[config.mk]
export PLATFORM = sky130hd
export DESIGN_NAME = adaptive_step_auto_exposure
export DESIGN_NICKNAME = d
export VERILOG_FILES = /design/src/design/asae_pkg.sv /design/src/design/adaptive_step_auto_exposure.sv
export SDC_FILE = /design/constraint.sdc
export NUM_CORES = 1
export LEC_CHECK = 0
export ABC_AREA = 1
export BUFFER_PORTS_ARGS = -buffer_cell sky130_fd_sc_hd__buf_2
export CORE_ASPECT_RATIO = 0.75
export CORE_UTILIZATION = 35
export CTS_CLUSTER_DIAMETER = 30
export DETAILED_ROUTE_END_ITERATION = 6
export PLACE_DENSITY = 0.63
export SYNTH_ARGS = -nofsm -noshare
export SYNTH_HDL_FRONTEND = slang
export SYNTH_SLANG_ARGS = --single-unit
[constraint.sdc]
create_clock -name clk -period 5.3 [get_ports clk]
set_clock_uncertainty 0.2 [all_clocks]
set_input_delay 0.795 -clock clk [delete_from_list [all_inputs] [get_ports clk]]
set_output_delay 0.795 -clock clk [all_outputs]
set_load 0.1 [all_outputs]
[src/design/asae_pkg.sv]
// shared types and constants for the adaptive step auto exposure block
package asae_pkg;

  localparam int CfgAddrWidth = 4;

  localparam logic [7:0] ExpHighGuard = 8'hF5;
  localparam logic [7:0] ExpLowGuard  = 8'h10;
  localparam logic [7:0] ExpMax       = 8'hFF;
  localparam logic [7:0] ExpMin       = 8'h01;
  localparam logic [7:0] ExpReset     = 8'h80;
  localparam logic [7:0] StepReset    = 8'd16;
  localparam logic [7:0] StepMax      = 8'd255;
  localparam logic [7:0] MinLumaReset = 8'd80;
  localparam logic [7:0] MaxLumaReset = 8'd130;

  typedef enum logic [1:0] {
    REG_MIN_LUMA  = 2'd0,
    REG_MAX_LUMA  = 2'd1,
    REG_AE_ENABLE = 2'd2
  } reg_index_t;

  typedef enum logic [1:0] {
    ST_PROCESSED = 2'd0,
    ST_NO_LUMA   = 2'd1,
    ST_DISABLED  = 2'd2
  } status_t;

  typedef enum logic {
    DIR_DOWN = 1'b0,
    DIR_UP   = 1'b1
  } dir_t;

  typedef struct packed {
    logic [7:0] luma_avg;
    logic       luma_valid;
  } src_beat_t;

  typedef struct packed {
    logic [7:0] exposure_out;
    logic       exposure_write;
    status_t    status;
  } dst_beat_t;

endpackage

[src/design/adaptive_step_auto_exposure.sv]
// top level of the adaptive step auto exposure block
//
// one source beat carries a frame's average luma and a flag that says whether
// it is available; each source beat yields exactly one destination beat with
// the updated exposure, a sensor write strobe and a status code.
// a beat is taken into an input register, and the exposure, step and direction
// update runs combinationally into the output register, so destination valid
// rises once the beat has passed the input and the output register; one beat per
// cycle is sustained while the destination does not stall, and the update loop
// through the exposure and step registers sets that rate.
// the output register is released when the receiver does not stall, and the
// input register moves on in the same cycle, so a stall on the destination
// reaches src_stall only once both registers are full.
// registers on the apb port: min_luma at 0x0, max_luma at 0x4, soft_ae_enable
// at 0x8; write them only while no beat is in flight.
// reset (synchronous, active high) empties both registers, sets exposure to
// 0x80, step to 16, direction down, and loads the register defaults.
module adaptive_step_auto_exposure
  import asae_pkg::*;
(
  input  logic                    clk,
  input  logic                    rst,
  input  logic                    src_valid,
  output logic                    src_stall,
  input  src_beat_t               src_beat,
  output logic                    dst_valid,
  input  logic                    dst_stall,
  output dst_beat_t               dst_beat,
  input  logic                    psel,
  input  logic                    penable,
  input  logic                    pwrite,
  input  logic [CfgAddrWidth-1:0] paddr,
  input  logic [31:0]             pwdata,
  output logic [31:0]             prdata,
  output logic                    pready
);

  logic [7:0] min_luma;
  logic [7:0] max_luma;
  logic       soft_ae_enable;

  logic [7:0] exposure;
  logic [7:0] exposure_next;
  logic [7:0] step_size;
  logic [7:0] step_size_next;
  dir_t       last_direction;
  dir_t       last_direction_next;

  logic       s1_valid;
  src_beat_t  s1_beat;
  logic       s1_move;
  logic       dst_free;
  dst_beat_t  dst_beat_next;

  reg_index_t cfg_index;
  logic       cfg_write;

  // config port
  assign pready    = 1'b1;
  assign cfg_index = reg_index_t'(paddr[CfgAddrWidth-1:2]);
  assign cfg_write = psel && penable && pwrite && pready;

  always_ff @(posedge clk) begin
    if (rst) begin
      min_luma       <= MinLumaReset;
      max_luma       <= MaxLumaReset;
      soft_ae_enable <= 1'b1;
    end else if (cfg_write) begin
      case (cfg_index)
        REG_MIN_LUMA:  min_luma       <= pwdata[7:0];
        REG_MAX_LUMA:  max_luma       <= pwdata[7:0];
        REG_AE_ENABLE: soft_ae_enable <= pwdata[0];
        default: ;
      endcase
    end
  end

  always_comb begin
    case (cfg_index)
      REG_MIN_LUMA:  prdata = {24'd0, min_luma};
      REG_MAX_LUMA:  prdata = {24'd0, max_luma};
      REG_AE_ENABLE: prdata = {31'd0, soft_ae_enable};
      default:       prdata = 32'd0;
    endcase
  end

  // handshake
  assign dst_free  = !dst_valid || !dst_stall;
  assign s1_move   = s1_valid && dst_free;
  assign src_stall = s1_valid && !dst_free;

  always_ff @(posedge clk) begin
    if (rst) begin
      s1_valid <= 1'b0;
    end else if (!src_stall) begin
      s1_valid <= src_valid;
    end
  end

  always_ff @(posedge clk) begin
    if (src_valid && !src_stall) begin
      s1_beat <= src_beat;
    end
  end

  // exposure update
  always_comb begin
    logic [8:0] sum;
    logic [7:0] e1;
    logic [7:0] st1;
    dir_t       d1;
    logic       dark;
    logic       stop;
    logic       bright;
    logic       wrote;
    logic [8:0] step_inc;

    e1       = exposure;
    st1      = step_size;
    d1       = last_direction;
    wrote    = 1'b0;
    sum      = 9'd0;
    step_inc = 9'd0;
    dark     = s1_beat.luma_avg < min_luma;
    stop     = dark && (exposure > ExpHighGuard);

    exposure_next       = exposure;
    step_size_next      = step_size;
    last_direction_next = last_direction;
    dst_beat_next       = '0;

    if (dark && !stop) begin
      sum = {1'b0, exposure} + {1'b0, step_size};
      if (sum > {1'b0, ExpMax}) begin
        e1 = ExpMax;
      end else if (sum[7:0] < ExpMin) begin
        e1 = ExpMin;
      end else begin
        e1 = sum[7:0];
      end
      if (last_direction != DIR_UP) begin
        st1 = step_size >> 1;
      end else begin
        step_inc = {1'b0, step_size} + 9'd2;
        st1 = (step_inc > {1'b0, StepMax}) ? StepMax : step_inc[7:0];
      end
      d1    = DIR_UP;
      wrote = 1'b1;
    end

    bright = !stop && (s1_beat.luma_avg > max_luma) && (e1 >= ExpLowGuard);

    if (!soft_ae_enable) begin
      dst_beat_next.status = ST_DISABLED;
    end else if (!s1_beat.luma_valid) begin
      dst_beat_next.status = ST_NO_LUMA;
    end else begin
      dst_beat_next.status = ST_PROCESSED;
      exposure_next        = e1;
      step_size_next       = st1;
      last_direction_next  = d1;
      if (bright) begin
        if ({1'b0, st1} + {1'b0, ExpMin} > {1'b0, e1}) begin
          exposure_next = ExpMin;
        end else begin
          exposure_next = e1 - st1;
        end
        if (d1 != DIR_DOWN) begin
          step_size_next = st1 >> 1;
        end else begin
          step_inc = {1'b0, st1} + 9'd2;
          step_size_next = (step_inc > {1'b0, StepMax}) ? StepMax : step_inc[7:0];
        end
        last_direction_next = DIR_DOWN;
        wrote = 1'b1;
      end
      dst_beat_next.exposure_write = wrote;
    end
    dst_beat_next.exposure_out = exposure_next;
  end

  always_ff @(posedge clk) begin
    if (rst) begin
      exposure       <= ExpReset;
      step_size      <= StepReset;
      last_direction <= DIR_DOWN;
    end else if (s1_move) begin
      exposure       <= exposure_next;
      step_size      <= step_size_next;
      last_direction <= last_direction_next;
    end
  end

  // output register
  always_ff @(posedge clk) begin
    if (rst) begin
      dst_valid <= 1'b0;
    end else if (dst_free) begin
      dst_valid <= s1_valid;
    end
  end

  always_ff @(posedge clk) begin
    if (s1_move) begin
      dst_beat <= dst_beat_next;
    end
  end

  // checks
  a_out_matches_state: assert property (@(posedge clk) disable iff (rst)
    dst_valid |-> dst_beat.exposure_out == exposure)
    else $error("result exposure differs from held exposure");

  a_move_never_zero: assert property (@(posedge clk) disable iff (rst)
    dst_valid && dst_beat.exposure_write |-> dst_beat.exposure_out != 8'd0)
    else $error("exposure move produced zero");

  a_idle_no_write: assert property (@(posedge clk) disable iff (rst)
    dst_valid && (dst_beat.status == ST_DISABLED || dst_beat.status == ST_NO_LUMA)
      |-> !dst_beat.exposure_write)
    else $error("write strobe on a beat without an update");

  a_hold_when_disabled: assert property (@(posedge clk) disable iff (rst)
    s1_move && !soft_ae_enable |=> $stable(exposure) && $stable(step_size))
    else $error("state changed while loop disabled");

  a_stall_only_when_full: assert property (@(posedge clk) disable iff (rst)
    src_stall |-> s1_valid && dst_valid)
    else $error("source stalled with room in the pipeline");

endmodule

==> results.toml <==
[outcome]
status = "finished clean"

[floorplanning]
fp.dieW_um = 138
start_util_pct = 36.6
num_rows = 36
coreArea_um2 = 13200
io_pins = 98
die_y_um = 104
die_area_um2 = 14300

[worst_setup_path]
ff2ff_path_depth = 25
crit_arrival_ps = 4650
cp-startpoint = "s1_beat[4]"
crit_top_cell = "nand2_1"
reg2reg_to = "dst_beat[7]"
startpoint_type = "flip-flop"
slowest_delay_ps = 440
cpMaxStageDelayCell = "edfxtp_1"
r2r-start = "s1_beat[4]"
crit_path_max_fanout = 16
worstSetupPathType = "reg -> reg"
r2r_setup_slack_ps = 500
required_ps = 5140
cp-end-kind = "flip-flop"

[power_and_ir_drop]
ir_drop_mv = 0.157
p_total_mw = 1.47
p_leak_nw = 2.38
pwr_density_cell_nw_per_um2 = 280

[placement]
io_buffers = 46
dpl.hpwl_mm = 9.63
routabilityCongestion = 0.925

[synth]
synth_area_leaders = "dfxtp_1, edfxtp_1, ha_1"
synth_top_family_by_area = "simple AND/OR/NAND/NOR gates"
synth_compound_area_share_pct = 20.6
synth_xor_area_share_pct = 2.53
yosys_register_bits = 56
yosys.area.top_type = "dfxtp_1"
synth-adder-area-share_pct = 12.2
synth_area_per_cell_um2 = 7.54
async_flop_share_pct = 0
syn_inst = 642
yosys.area_share.simple_pct = 24.0
synth_warnings = 0
netlist_top_cells_count = "nand2_1, inv_1, a21oi_1"
synthFlopType = "dfxtp_1"
ys_seq_area_share_pct = 27.3
synth-edff-count = 20
synth_most_common_cell = "nand2_1"
netlist_area_um2 = 4840
synthMuxAreaShare_pct = 0
synth_top_area_share_pct = 14.9
synth.distinct_cells = 49

[global_route]
antenna_found_initial = 0
grt_pass1_vias = 3660
grt_pass1_wl_mm = 19.3
grtUsageTotal_pct = 17.2
grt_max_degree = 25
grt-ovfl-total = 0

[routing]
route.detailed.drc = 0
drtAntennaViolNets = 0
drt_iter0_drc = 377
avgRoutedWirePerCell_um = 14.3
firstDrtPassIters = 5
wl_mm = 12.2
dr_total_vias = 4214
vias_per_cell = 4.94

[min_path]
hp-class = "reg -> reg"
whs_path_depth = 2
min_from = "s1_valid"
whs_endpoint = "dst_valid"

[cts]
cts_htree_levels = 2
cts_tree = "done"
clk_pin_slew_ps = 80
post_cts.repair.setup_buffers = 0
clk_latency_ps = 300
root_buffer = "clkbuf_16"
postCtsResizedCells = 0
clockBufferDepth = 2
numCtsBuffers = 5
cts_hold_buffers = 0
cts.sinks = 56

[cells_and_area]
num_antenna_cells = 0
drive_gt1_share_pct = 19.4
fill_cells = 1391
fin_nets = 779
area_growth_syn_to_layout_pct = 8.24

[run]
drv_cap = 0

[sta]
worst_pin_slew_ps = 802
period_needed_ps = 4800
finalSetupViolCount = 0
rsz0062_at_grt = "false"
max_freq_ghz = 0.208
period_share_pct = 90.7
slew_viol_final = 0
slew_headroom_pct = 46.5
finalHoldViolations = 0
setup_tns_ps = 0
==> where the power goes <==
group | switching [mW] | internal (mW) | total (mW)
sequential | 0.0208 | 0.471 | 0.492
clock | 0.178 | 0.181 | 0.359
combinational | 0.449 | 0.166 | 0.615
total | 0.648 | 0.817 | 1.47
==> area by class of cell <==
class,instances,area (um2),share of cell area [%]
Clock buffer,5,125,2.39
Clock inverter,3,26.3,0.501
Timing Repair Buffer,48,245,4.68
Inverter,91,344,6.56
Sequential cell,56,1320,25.2
Tap cell,171,214,4.08
Multi-Input combinational cell,479,2970,56.6
==> sequential cells by signal (all words and copies together), names as in the netlist <==
register / cells
dst_beat: 11
s1_beat: 9
exposure: 8
max_luma: 8
min_luma: 8
step_size: 8
dst_valid: 1
last_direction: 1
s1_valid: 1
soft_ae_enable: 1
==> kinds of logic after synthesis <==
group,after synthesis
xor+xnor,14
compound gates,167
simple gates,227
other cells,2
flops,56
buf+inv,130
fa+ha+maj,46
==> metrics by stage <==
step                util [%]  worst slack, ps  area [um2]  hold slack, ps  cells
finish                  39.6              495        5240             285    853
global route            39.6              112        5240             307    853
CTS                     39.6              553        5240             287    853
detailed placement      38.4              575        5090             283    845
global placement        38.4              617        5090             279    845
floorplan                  -             1240        4930             255    665
==> worst max-delay path: cells and delay by family, from the launching register on <==
family,cells,cell delay [ps]
simple gates,12,1490
compound gates,8,1190
fa+ha+maj,3,880
flops,1,440
buf+inv,2,350
==> worst max path at each step <==
stage,end,depth (start not counted),slack (ps)
floorplan,dst_beat[7],25,1240
global placement,dst_beat[9],25,620
detailed placement,dst_beat[7],25,580
CTS,dst_beat[7],24,550
global route,dst_beat[7],28,110
finish,dst_beat[7],25,500
==> layout by cell type (no fill, tap or decap), types with 2 or more instances in the layout <==
| cell type | instances |
|---|---|
| nor2_4 | 5 |
| inv_4 | 2 |
| fa_1 | 2 |
| a22oi_1 | 3 |
| clkbuf_16 | 5 |
| a21oi_2 | 10 |
| nand2_1 | 113 |
| dfxtp_1 | 36 |
| o22ai_1 | 8 |
| nand2_4 | 8 |
| clkinv_1 | 3 |
| nand4_1 | 9 |
| o21bai_1 | 3 |
| xnor2_1 | 6 |
| o211ai_1 | 9 |
| o21ai_2 | 8 |
| or2_2 | 3 |
| nor2_1 | 29 |
| nand3_1 | 26 |
| buf_4 | 2 |
| ha_1 | 44 |
| nand3_2 | 11 |
| o21ai_1 | 10 |
| nand2_2 | 9 |
| buf_2 | 46 |
| a21oi_1 | 67 |
| inv_1 | 79 |
| nor2_2 | 8 |
| edfxtp_1 | 20 |
| inv_2 | 8 |
| nor3_1 | 2 |
| o21ai_0 | 40 |
| conb_1 | 25 |
| xor2_1 | 8 |
==> layer usage <==
layer / part of all wire, % / global-route usage, %
met5: 0 / 0
met4: 0.53 / 2.87
met3: 7.4 / 2.05
met2: 38 / 22.0
met1: 54 / 29.6
Power figures use the tool's default switching activity.
